===== src/rtl/dctd_pkg.sv =====
// ----------------------------------------------------------------------------
// dctd_pkg
// Shared types and constants of the DMX channel trigger detector.
// ----------------------------------------------------------------------------
package dctd_pkg;

  localparam int unsigned CHANNELS_PER_UNIVERSE = 512;
  localparam logic [7:0]  EDGE_LEVEL            = 8'd128;
  localparam int unsigned PROD_W                = 42;
  localparam int unsigned QEST_W                = PROD_W - 8;
  localparam int unsigned REM_W                 = 11;

  localparam logic [9:0]         START_RESET = 10'd0;
  localparam logic [9:0]         COUNT_RESET = 10'd1;
  localparam logic signed [31:0] SMIN_RESET  = 32'sd0;
  localparam logic signed [31:0] SMAX_RESET  = 32'sh00FF_0000;

  typedef enum logic [2:0] {
    CFG_MAP_UNIVERSE  = 3'd0,
    CFG_START_CHANNEL = 3'd1,
    CFG_CHANNEL_COUNT = 3'd2,
    CFG_TRIGGER_KIND  = 3'd3,
    CFG_SCALE_MIN     = 3'd4,
    CFG_SCALE_MAX     = 3'd5
  } cfg_index_e;

  typedef enum logic [1:0] {
    KIND_EDGE       = 2'd0,
    KIND_CONTINUOUS = 2'd1,
    KIND_CUE_SLOT   = 2'd2,
    KIND_CUE_BLOCK  = 2'd3
  } trig_kind_e;

  typedef struct packed {
    logic [14:0] universe;
    logic [8:0]  channel_index;
    logic [7:0]  level_before;
    logic [7:0]  level_after;
    logic        frame_last;
  } dctd_in_t;

  typedef struct packed {
    logic [9:0]         channel_number;
    logic [7:0]         raw_level;
    logic signed [31:0] value_fixed;
    logic signed [31:0] cue_fixed;
  } dctd_out_t;

  typedef struct packed {
    logic [14:0]        map_universe;
    logic [9:0]         start_channel;
    logic [9:0]         channel_count;
    trig_kind_e         trigger_kind;
    logic signed [31:0] scale_min;
    logic signed [31:0] scale_max;
  } dctd_cfg_t;

  typedef struct packed {
    logic        fire;
    logic        set_edge;
    logic        sel_val_scaled;
    logic        sel_cue_scaled;
    logic [9:0]  chan;
    logic [31:0] cue_base;
  } dctd_hit_t;

endpackage


===== src/rtl/dctd_cfg_regs.sv =====
// ----------------------------------------------------------------------------
// dctd_cfg_regs
// Mapping configuration registers, written through an indexed write port.
// ----------------------------------------------------------------------------
module dctd_cfg_regs (
  input  logic                clk_i,
  input  logic                rst_ni,
  input  logic                wr_valid_i,
  input  logic [2:0]          wr_index_i,
  input  logic [31:0]         wr_data_i,
  output dctd_pkg::dctd_cfg_t cfg_o
);

  dctd_pkg::dctd_cfg_t cfg_q;

  always_ff @(posedge clk_i or negedge rst_ni) begin
    if (!rst_ni) begin
      cfg_q.map_universe  <= 15'd0;
      cfg_q.start_channel <= dctd_pkg::START_RESET;
      cfg_q.channel_count <= dctd_pkg::COUNT_RESET;
      cfg_q.trigger_kind  <= dctd_pkg::KIND_EDGE;
      cfg_q.scale_min     <= dctd_pkg::SMIN_RESET;
      cfg_q.scale_max     <= dctd_pkg::SMAX_RESET;
    end else if (wr_valid_i) begin
      case (dctd_pkg::cfg_index_e'(wr_index_i))
        dctd_pkg::CFG_MAP_UNIVERSE:  cfg_q.map_universe  <= wr_data_i[14:0];
        dctd_pkg::CFG_START_CHANNEL: cfg_q.start_channel <= wr_data_i[9:0];
        dctd_pkg::CFG_CHANNEL_COUNT: cfg_q.channel_count <= wr_data_i[9:0];
        dctd_pkg::CFG_TRIGGER_KIND:
          cfg_q.trigger_kind <= dctd_pkg::trig_kind_e'(wr_data_i[1:0]);
        dctd_pkg::CFG_SCALE_MIN:     cfg_q.scale_min     <= $signed(wr_data_i);
        dctd_pkg::CFG_SCALE_MAX:     cfg_q.scale_max     <= $signed(wr_data_i);
        default: begin
        end
      endcase
    end
  end

  assign cfg_o = cfg_q;

endmodule


===== src/rtl/dctd_match.sv =====
// ----------------------------------------------------------------------------
// dctd_match
// Block bounds, edge detection and per-mode trigger decision for one sample.
// ----------------------------------------------------------------------------
module dctd_match (
  input  dctd_pkg::dctd_cfg_t cfg_i,
  input  dctd_pkg::dctd_in_t  item_i,
  input  logic                edge_fired_i,
  output dctd_pkg::dctd_hit_t hit_o
);

  logic        enabled;
  logic [9:0]  first;
  logic [10:0] end_raw;
  logic [10:0] end_clamped;
  logic [9:0]  idx;
  logic        in_block;
  logic        at_first;
  logic        rises;
  logic        changed;
  logic [9:0]  offset1;

  assign enabled = (item_i.universe == cfg_i.map_universe) &&
                   (cfg_i.start_channel != 10'd0) &&
                   (11'(cfg_i.start_channel) <= 11'(dctd_pkg::CHANNELS_PER_UNIVERSE));
  assign first       = cfg_i.start_channel - 10'd1;
  assign end_raw     = 11'(first) + 11'(cfg_i.channel_count);
  assign end_clamped = (end_raw > 11'(dctd_pkg::CHANNELS_PER_UNIVERSE)) ?
                       11'(dctd_pkg::CHANNELS_PER_UNIVERSE) : end_raw;
  assign idx         = 10'(item_i.channel_index);
  assign in_block    = (idx >= first) && (11'(idx) < end_clamped);
  assign at_first    = (idx == first);
  assign rises       = (item_i.level_before < dctd_pkg::EDGE_LEVEL) &&
                       (item_i.level_after >= dctd_pkg::EDGE_LEVEL);
  assign changed     = (item_i.level_before != item_i.level_after);
  assign offset1     = idx - first + 10'd1;

  always_comb begin
    hit_o                = '0;
    hit_o.chan           = idx + 10'd1;
    case (cfg_i.trigger_kind)
      dctd_pkg::KIND_EDGE: begin
        hit_o.fire     = enabled && in_block && !edge_fired_i && rises;
        hit_o.set_edge = hit_o.fire;
      end
      dctd_pkg::KIND_CONTINUOUS: begin
        hit_o.fire           = enabled && at_first && changed;
        hit_o.chan           = cfg_i.start_channel;
        hit_o.sel_val_scaled = 1'b1;
      end
      dctd_pkg::KIND_CUE_SLOT: begin
        hit_o.fire           = enabled && at_first && changed &&
                               (item_i.level_after != 8'd0);
        hit_o.chan           = cfg_i.start_channel;
        hit_o.sel_cue_scaled = 1'b1;
      end
      dctd_pkg::KIND_CUE_BLOCK: begin
        hit_o.fire     = enabled && in_block && rises;
        hit_o.cue_base = {6'd0, offset1, 16'd0};
      end
      default: begin
        hit_o.fire = 1'b0;
      end
    endcase
  end

endmodule


===== src/rtl/dmx_channel_trigger_detector_unit.sv =====
// ----------------------------------------------------------------------------
// dmx_channel_trigger_detector_unit
// Watches one universe channel block and emits trigger events from a
// stream of frame channel samples.
// ----------------------------------------------------------------------------
//  channel | signals                                   | handshake
//  --------+-------------------------------------------+-------------------
//  in      | in_data_i (dctd_in_t)                     | in_valid_i/in_stall_o
//  out     | out_data_o (dctd_out_t)                   | out_valid_o/out_stall_i
//  cfg     | cfg_index_i, cfg_data_i                   | cfg_valid_i/cfg_ready_o
//
//  One sample per cycle sustained while the output is not stalled; a trigger
//  passes the input register, product, reciprocal sum, remainder and output
//  register in that order. Non-firing samples leave the pipe after the input
//  register. Stages compress bubbles, so input is taken while a result waits.
//  Reset clears all valid bits, the once-per-frame flag and the cfg registers.
// ----------------------------------------------------------------------------
module dmx_channel_trigger_detector_unit (
  input  logic               clk_i,
  input  logic               rst_ni,
  input  logic               in_valid_i,
  output logic               in_stall_o,
  input  dctd_pkg::dctd_in_t in_data_i,
  output logic               out_valid_o,
  input  logic               out_stall_i,
  output dctd_pkg::dctd_out_t out_data_o,
  input  logic               cfg_valid_i,
  output logic               cfg_ready_o,
  input  logic [2:0]         cfg_index_i,
  input  logic [31:0]        cfg_data_i
);

  localparam int unsigned PW = dctd_pkg::PROD_W;
  localparam int unsigned QW = dctd_pkg::QEST_W;
  localparam int unsigned RW = dctd_pkg::REM_W;

  dctd_pkg::dctd_cfg_t cfg;
  dctd_pkg::dctd_hit_t hit;

  logic rdy_o, rdy3, rdy2, rdy1, rdy0;
  logic adv0;

  logic               v0_q;
  dctd_pkg::dctd_in_t item0_q;
  logic               edge_q, edge_d;

  logic                 v1_q, v2_q, v3_q, vo_q;
  logic [9:0]           chan1_q, chan2_q, chan3_q;
  logic [7:0]           raw1_q, raw2_q, raw3_q;
  logic                 sv1_q, sv2_q, sv3_q;
  logic                 sc1_q, sc2_q, sc3_q;
  logic [31:0]          cb1_q, cb2_q, cb3_q;
  logic signed [PW-1:0] p1_q, p2_q;
  logic signed [PW-1:0] t2_q;
  logic signed [QW-1:0] qe3_q;
  logic signed [RW-1:0] r3_q;
  dctd_pkg::dctd_out_t  out_q;

  logic signed [32:0]   diff;
  logic signed [PW-1:0] diff_w;
  logic signed [8:0]    raw_s;
  logic signed [PW-1:0] prod;
  logic signed [PW-1:0] t_sum;
  logic signed [QW-1:0] qe;
  logic signed [PW-1:0] qe_w;
  logic signed [PW-1:0] rem_w;
  logic signed [QW-1:0] q_fix;
  logic signed [QW-1:0] scaled_w;
  logic [31:0]          scaled;
  logic [31:0]          raw_q16;

  dctd_cfg_regs u_cfg (
    .clk_i      (clk_i),
    .rst_ni     (rst_ni),
    .wr_valid_i (cfg_valid_i),
    .wr_index_i (cfg_index_i),
    .wr_data_i  (cfg_data_i),
    .cfg_o      (cfg)
  );

  dctd_match u_match (
    .cfg_i        (cfg),
    .item_i       (item0_q),
    .edge_fired_i (edge_q),
    .hit_o        (hit)
  );

  assign cfg_ready_o = 1'b1;

  assign rdy_o      = !vo_q || !out_stall_i;
  assign rdy3       = !v3_q || rdy_o;
  assign rdy2       = !v2_q || rdy3;
  assign rdy1       = !v1_q || rdy2;
  assign rdy0       = !v0_q || rdy1;
  assign in_stall_o = !rdy0;
  assign adv0       = v0_q && rdy1;

  assign edge_d = (edge_q || hit.set_edge) && !item0_q.frame_last;

  assign diff   = 33'(cfg.scale_max) - 33'(cfg.scale_min);
  assign diff_w = PW'(diff);
  assign raw_s  = $signed({1'b0, item0_q.level_after});
  assign prod   = diff_w * raw_s;

  assign t_sum = p1_q + (p1_q >>> 8) + (p1_q >>> 16) + (p1_q >>> 24) + (p1_q >>> 32);

  assign qe    = t2_q[PW-1:8];
  assign qe_w  = PW'(qe);
  assign rem_w = p2_q - {qe, 8'd0} + qe_w;

  always_comb begin
    q_fix = qe3_q;
    if (r3_q >= RW'(255)) begin
      q_fix = qe3_q + QW'(1);
    end else if (r3_q[RW-1]) begin
      q_fix = qe3_q - QW'(1);
    end
  end

  assign scaled_w = QW'(cfg.scale_min) + q_fix;
  assign scaled   = scaled_w[31:0];
  assign raw_q16  = {8'd0, raw3_q, 16'd0};

  always_ff @(posedge clk_i or negedge rst_ni) begin
    if (!rst_ni) begin
      v0_q   <= 1'b0;
      v1_q   <= 1'b0;
      v2_q   <= 1'b0;
      v3_q   <= 1'b0;
      vo_q   <= 1'b0;
      edge_q <= 1'b0;
    end else begin
      if (rdy0) begin
        v0_q <= in_valid_i;
      end
      if (adv0) begin
        edge_q <= edge_d;
      end
      if (rdy1) begin
        v1_q <= v0_q && hit.fire;
      end
      if (rdy2) begin
        v2_q <= v1_q;
      end
      if (rdy3) begin
        v3_q <= v2_q;
      end
      if (rdy_o) begin
        vo_q <= v3_q;
      end
    end
  end

  always_ff @(posedge clk_i) begin
    if (rdy0) begin
      item0_q <= in_data_i;
    end
    if (rdy1) begin
      chan1_q <= hit.chan;
      raw1_q  <= item0_q.level_after;
      sv1_q   <= hit.sel_val_scaled;
      sc1_q   <= hit.sel_cue_scaled;
      cb1_q   <= hit.cue_base;
      p1_q    <= prod;
    end
    if (rdy2) begin
      chan2_q <= chan1_q;
      raw2_q  <= raw1_q;
      sv2_q   <= sv1_q;
      sc2_q   <= sc1_q;
      cb2_q   <= cb1_q;
      p2_q    <= p1_q;
      t2_q    <= t_sum;
    end
    if (rdy3) begin
      chan3_q <= chan2_q;
      raw3_q  <= raw2_q;
      sv3_q   <= sv2_q;
      sc3_q   <= sc2_q;
      cb3_q   <= cb2_q;
      qe3_q   <= qe;
      r3_q    <= rem_w[RW-1:0];
    end
    if (rdy_o) begin
      out_q.channel_number <= chan3_q;
      out_q.raw_level      <= raw3_q;
      out_q.value_fixed    <= sv3_q ? $signed(scaled) : $signed(raw_q16);
      out_q.cue_fixed      <= sc3_q ? $signed(scaled) : $signed(cb3_q);
    end
  end

  assign out_valid_o = vo_q;
  assign out_data_o  = out_q;

  a_stall_only_when_full : assert property (@(posedge clk_i) disable iff (!rst_ni)
    in_stall_o |-> (v0_q && v1_q && v2_q && v3_q && out_valid_o && out_stall_i))
    else $error("input stalled while the pipeline has room");

  a_frame_end_clears : assert property (@(posedge clk_i) disable iff (!rst_ni)
    (adv0 && item0_q.frame_last) |=> !edge_q)
    else $error("once-per-frame flag survived the frame end");

  a_chan_nonzero : assert property (@(posedge clk_i) disable iff (!rst_ni)
    out_valid_o |-> (out_data_o.channel_number != 10'd0))
    else $error("trigger with channel number zero");

  a_edge_once : assert property (@(posedge clk_i) disable iff (!rst_ni)
    (adv0 && edge_q && !item0_q.frame_last) |=> edge_q)
    else $error("once-per-frame flag dropped inside a frame");

endmodule

===== config.mk =====
export PLATFORM = sky130hd
export DESIGN_NAME = dmx_channel_trigger_detector_unit
export DESIGN_NICKNAME = d
export VERILOG_FILES = /design/src/rtl/dctd_pkg.sv /design/src/rtl/dctd_cfg_regs.sv /design/src/rtl/dctd_match.sv /design/src/rtl/dmx_channel_trigger_detector_unit.sv
export SDC_FILE = /design/constraint.sdc
export NUM_CORES = 2
export LEC_CHECK = 0
export BUFFER_PORTS_ARGS = -buffer_cell sky130_fd_sc_hd__buf_4
export CORE_UTILIZATION = 43
export CTS_BUF_LIST = sky130_fd_sc_hd__clkbuf_8 sky130_fd_sc_hd__clkbuf_16
export DETAILED_ROUTE_END_ITERATION = 7
export PLACE_DENSITY = 0.6
export SKIP_CTS_REPAIR_TIMING = 1
export SYNTH_ARGS = -nofsm -noshare
export SYNTH_HDL_FRONTEND = slang
export SYNTH_HIERARCHICAL = 1
export SYNTH_SLANG_ARGS = --single-unit

===== constraint.sdc =====
create_clock -name clk_i -period 8.35 [get_ports clk_i]
set_clock_uncertainty 0.05 [all_clocks]
set_input_delay 1.2525 -clock clk_i [delete_from_list [all_inputs] [get_ports clk_i]]
set_output_delay 1.2525 -clock clk_i [all_outputs]
set_load 0.01 [all_outputs]

Word-level counts from Yosys, hierarchy flattened
Cells that the tools add are included.

Add/subtract/negate cells: 15. $mul: 1. $lt $le $gt $ge: 7. Equality and inequality tests: 11. Mux-type cells: 10. Reductions and logical operators: 40.

Operators by type and width (count): $mux 32 (3); $mul 33x9->42 (1); $add 40x10->40 (1); $add 40x18->40 (1); $add 40x26->40 (1); $add 40x34->40 (1); $sub 32x32->33 (1); $add 32x2->32 const B (1); $add 32x32->32 (1); $sub 32x2->32 const B (1); $mux 24 (1); $eq 15x15->1 (1); $logic_and 1x1->1 (14); $reduce_and 2->1 (6); $add 10x10->11 (1); $add 11x11->11 (1); $ge 11x9->1 const B (1); $gt 11x10->1 const B (1); $lt 9x11->1 (1); $mux 11 (1); $sub 11x11->11 (1); $add 10x1->10 const B (1); $add 9x1->10 const B (1); $eq 9x10->1 (1); other kinds (22) (40).

Register bits after elaboration: 522. Input port bits: 81. Output and inout bits: 85. Word-level logic and storage cells: 127.

Longest topological paths before layout
Word-level depth: 12. Mapped depth: 32. Gate-level depth less buffers: 30.

Modules after synthesis
Netlist, hierarchy kept.

By module, submodules not included: dmx_channel_trigger_detector_unit (instances 1, cells each 2707, area an instance 30880.9 um^2, seq. area each 12371.9 um^2); dctd_cfg_regs (instances 1, cells each 218, area an instance 4035.1 um^2, seq. area each 2538.7 um^2); dctd_match (instances 1, cells each 299, area an instance 2265.9 um^2, seq. area each 0.0 um^2).

Least setup slack after synthesis
No wires, ideal clock.

Kind: flip-flop to flip-flop. Start: register u_cfg.cfg_q, in the netlist u_cfg/cfg_o[32]. End: register p1_q[41] (data pin). Library setup time: 0.260 ns. Data arrival time: 6.899 ns. Required time: 8.040 ns. Slack: 1.141 ns. Cell stages (with the launch flop): 29. Buffers on the path: 1. Clock period less this slack: 7.209 ns. Cell sequence: dfrtp_1 ha_1 fa_1 nor2b_1 o21ai_1 a21boi_1 o31ai_1 a22o_1 o31a_1 a211o_1 a31oi_4 buf_2 nor2b_1 fa_1 inv_1 fa_1 inv_1 fa_1 inv_1 fa_1 inv_1 ha_1 a21o_1 a31o_2 a311oi_1 o41ai_2 a221o_1 a21oi_1 xnor2_1.

Longest elaborated chain between the ends: 2.

RTL lines: start, declared (RTL line dctd_cfg_regs.sv:14) `dctd_pkg::dctd_cfg_t cfg_q;`; $sub 32x32->33 (RTL line dmx_channel_trigger_detector_unit.sv:100) `assign diff = 33'(cfg.scale_max) - 33'(cfg.scale_min);`; $mul 33x9->42 (RTL line dmx_channel_trigger_detector_unit.sv:103) `assign prod = diff_w * raw_s;`; named net prod[41] (RTL line dmx_channel_trigger_detector_unit.sv:62) `logic signed [PW-1:0] prod;`; end signal, assigned (RTL line dmx_channel_trigger_detector_unit.sv:164) `p1_q <= prod;`; end, declared (RTL line dmx_channel_trigger_detector_unit.sv:53) `logic signed [PW-1:0] p1_q, p2_q;`.

The timed path passes the listed nets, and every way through them passes these cells. A chain may end at the register's enable or synchronous reset.

Worst setup path in the final report
Start: register u_cfg.cfg_q, in the netlist u_cfg/cfg_o[33]. End: register p1_q[40] (data pin).

The elaborated chain is that of the path after synthesis.

==> results.md <==
Outcome:
- The run finished with clean final reports.

Worst setup path:
- Data on the critical path arrives at its endpoint at 8.22 ns.
- The maximum fanout count along the critical path is 11.
- The worst setup path is of the reg2reg kind.
- The library cell contributing the largest single delay on the critical path is sky130_fd_sc_hd__fa_1.
- The worst setup path is launched from a register.
- STA puts the critical path data required time at 8.64 ns.
- The category of the worst setup path capture point is a register.
- On the worst path, the slowest cell contributes a delay of 0.53 ns.

Detailed routing:
- The length of the first detailed-routing pass in iterations is 5.
- The final routed wire length divided by cell count is 20.3 um.
- For this block, the routed nets add up to 93.5 mm of wire.
- The post-route DRC violation count is 0.
- The violation count after the first detailed-routing iteration is 1639.
- After detailed routing, the number of vias per cell comes to 5.26.
- The detail route stage leaves a number of antenna-violating nets equal to 0.
- For this block, the via count after detailed routing is 24300.

Clock network:
- The total CTS buffers is 54.
- The clock transition at the registers of the reported paths is 0.06 ns.
- The clock insertion delay at the later pin of the skew report is 0.65 ns.
- The clock passes through at most 3 buffers.
- Clock tree synthesis selected as its root buffer the cell sky130_fd_sc_hd__clkbuf_16.
- TritonCTS built the clock tree.
- The clock net in this run drives a total of 514 sinks.
- The H-tree was split into 2 levels.

Cells and area:
- The footprint of the multi-input gates is 0.0204 mm^2.
- In the final layout, the share of cells above drive strength 1 is 0.138.
- Compared with the post-synthesis result, the final layout area differs by 12.3%.
- The number of nets in the layout is 4081.
- In the final layout, flip-flops and latches occupy 0.0149 mm^2.
- The layout has 7801 filler cells.
- Measured on the finished design, the core utilization comes to 0.489.

Floorplan:
- The area of the core is 0.0854 mm^2.
- The I/O pin total is 166.
- In this run the horizontal extent of the chip is 296 um.
- The die outline area is 0.0876 mm^2.
- The initial core utilization is 0.435.
- The vertical die dimension is 296 um.
- The floorplan has 107 rows.

Synthesis:
- sky130_fd_sc_hd__edfxtp_1 is the most common cell in the netlist.
- The Yosys warning count is 6.
- In the synthesized netlist the dominant register cell turns out to be sky130_fd_sc_hd__edfxtp_1.
- The number of synthesized flops with an enable pin is 407.
- The proportion of netlist area held by the largest area contributor is 0.329.
- After synthesis, the mean cell area works out to 11.5 um^2.
- In the synthesized netlist, the cells that appear most often are 407 x sky130_fd_sc_hd__edfxtp_1, 384 x sky130_fd_sc_hd__inv_1, 293 x sky130_fd_sc_hd__ha_1, 284 x sky130_fd_sc_hd__fa_1, 226 x sky130_fd_sc_hd__nand2_1.
- The number of different library cells used by synthesis comes to 94.
- Synthesis produced a netlist whose cell count is 3224.
- Of all cell types, the one taking the most synthesized area is sky130_fd_sc_hd__edfxtp_1.
- Of the synthesized area, sequential elements account for 0.401.
- The async set-or-reset flop fraction in the synthesized netlist is 0.208.
- The post-synthesis register bit count is 514.
- The cell area after synthesis is 0.0372 mm^2.
- In the post-synthesis netlist, the biggest area contributors are sky130_fd_sc_hd__edfxtp_1 33%, sky130_fd_sc_hd__fa_1 15%, sky130_fd_sc_hd__ha_1 9.9%, sky130_fd_sc_hd__dfrtp_1 6.6%, sky130_fd_sc_hd__inv_1 3.9%.

Global route:
- Summed over all layers, the global routing overflow is 0.
- Entering global routing, the biggest net connects 74 pins.
- Across every metal layer, demand over resource in global routing totals 0.216.
- The number of global-route vias before repair is 24100.
- The global-route wire length before repair is 145 mm.
- The number of antenna violations at the first check in global routing is 1.

Min path:
- The worst hold path belongs to the class reg2reg.

STA:
- After layout, the minimum clock period comes to 7.93 ns.
- At the pin with the least slew margin, the transition time is 1.06 ns.
- The final period utilization is 0.950.
- The number of hold violations in the final report is 0.
- In the post-route analysis, the smallest setup slack over all paths is 0.421 ns.
- Setup repair after global routing could not meet its margin everywhere.
- The total negative setup slack is 0 ns.
- The total setup violations reported at the end of the flow is 0.
- The final-report max-slew violation count is 0.
- The worst pin sits at a relative slew slack of 0.284.
- Static timing analysis puts the maximum clock frequency at 0.126 GHz.

Run:
- Across the run, the number of max-cap violations was 0.

Placement:
- OpenSTA, run right after detailed placement, puts the worst setup slack at 0.258 ns.
- The number of buffers inserted by port buffering is 164.
- The HPWL after detailed placement is 73.5 mm.
- The global placer's final weighted congestion is 0.909.
[flip-flops by register name (all words and copies together), names as in the netlist, 8 cells and up]
name / count
raw3_q: 8
item0_q: 41
out_data_o: 82
p2_q: 11
cb3_q: 32
p1_q: 42
raw2_q: 8
t2_q: 32
u_cfg/cfg_o: 101
cb1_q: 32
qe3_q: 32
raw1_q: 8
r3_q: 11
chan1_q: 10
chan2_q: 10
chan3_q: 10
cb2_q: 32
[cells by family (layout without fill, tap and decap cells)]
| family | after synthesis | count (layout) | synth area share |
|---|---|---|---|
| and+or+nand+nor | 805 | 805 | 0.111 |
| other | 2 | 25 | 0.000202 |
| AOI/OAI and AO/OA | 507 | 507 | 0.0904 |
| DFF | 514 | 514 | 0.401 |
| xor gates and xnor gates | 200 | 200 | 0.0471 |
| buffers and inverters | 484 | 708 | 0.0537 |
| adders and majority gates | 577 | 577 | 0.252 |
| muxes | 135 | 135 | 0.0448 |
[worst paths after layout]
kind	endpoint	depth (start not counted)	from	slack, ns
worst min register to register	raw3_q[3]$_DFFE_PP_	0	raw2_q[3]$_DFFE_PP_	0.33
max in group asynchronous	u_cfg/cfg_o[30]$_DFFE_PN0P_	2	rst_ni	6.34
min in group asynchronous	u_cfg/cfg_o[99]$_DFFE_PN0P_	1	rst_ni	0.54
worst min-delay path	raw3_q[3]$_DFFE_PP_	0	raw2_q[3]$_DFFE_PP_	0.33
worst max-delay path	p1_q[40]$_DFFE_PP_	29	u_cfg/cfg_o[33]$_DFFE_PN0P_	0.42
worst max register to register	p1_q[40]$_DFFE_PP_	29	u_cfg/cfg_o[33]$_DFFE_PN0P_	0.42
[placed cells by master (no fill, tap or decap), drive strengths merged, types with 9 or more instances in the layout]
master and n:
edfxtp 407, inv 397, ha 293, fa 284, nand2 226, buf 222, and2 153, a21oi 136
mux2 132, nor2 127, xnor2 124, o21ai 100, dfrtp 98, xor2 76, a21o 63, nor2b 55
clkbuf 55, nand3 54, nor3 39, nand2b 28, and3 26, nand4 26, a31oi 26, clkinv 25
o21a 23, conb 23, a211oi 23, nor4 23, o21bai 14, o31ai 12, o211ai 12, or3 11
a311oi 11, a21boi 11, dfstp 9, o311ai 9
[area by class of cell]
cell class,instances,area share
sequential,514,0.357
multi-input combinational,2247,0.489
clock inverter,47,0.0119
timing repair buffer,222,0.0402
clock buffer,55,0.0327
antenna,2,0.000120
tap,1144,0.0343
inverter,384,0.0346
[through the flow]
step | area, um^2 | cells | hold WS (ns)
floorplan | 37300 | 3245 | 0.350
global placement | 39800 | 4503 | 0.350
detailed placement | 39800 | 4503 | 0.355
CTS | 41600 | 4605 | 0.319
global route | 41800 | 4614 | 0.339
finish | 41800 | 4615 | 0.329
[critical path: cells and delay by family (launching register included)]
kind,cells,cell delay [ns]
AOI/OAI and AO/OA,15,3.72
adders and majority gates,6,2.59
DFF,1,0.47
buffers and inverters,5,0.41
and+or+nand+nor,2,0.27
xor gates and xnor gates,1,0.10
[routing by layer]
metal,global-route usage,up-vias,part of all wire
li1,-,11500,-
met1,0.326,12100,0.48
met2,0.336,574,0.45
met3,0.0256,82,0.050
met4,0.0419,0,0.016
met5,0,-,0
Power is not shown: default switching activity piles up to over one toggle a cycle in this logic, so the estimate is an artifact.
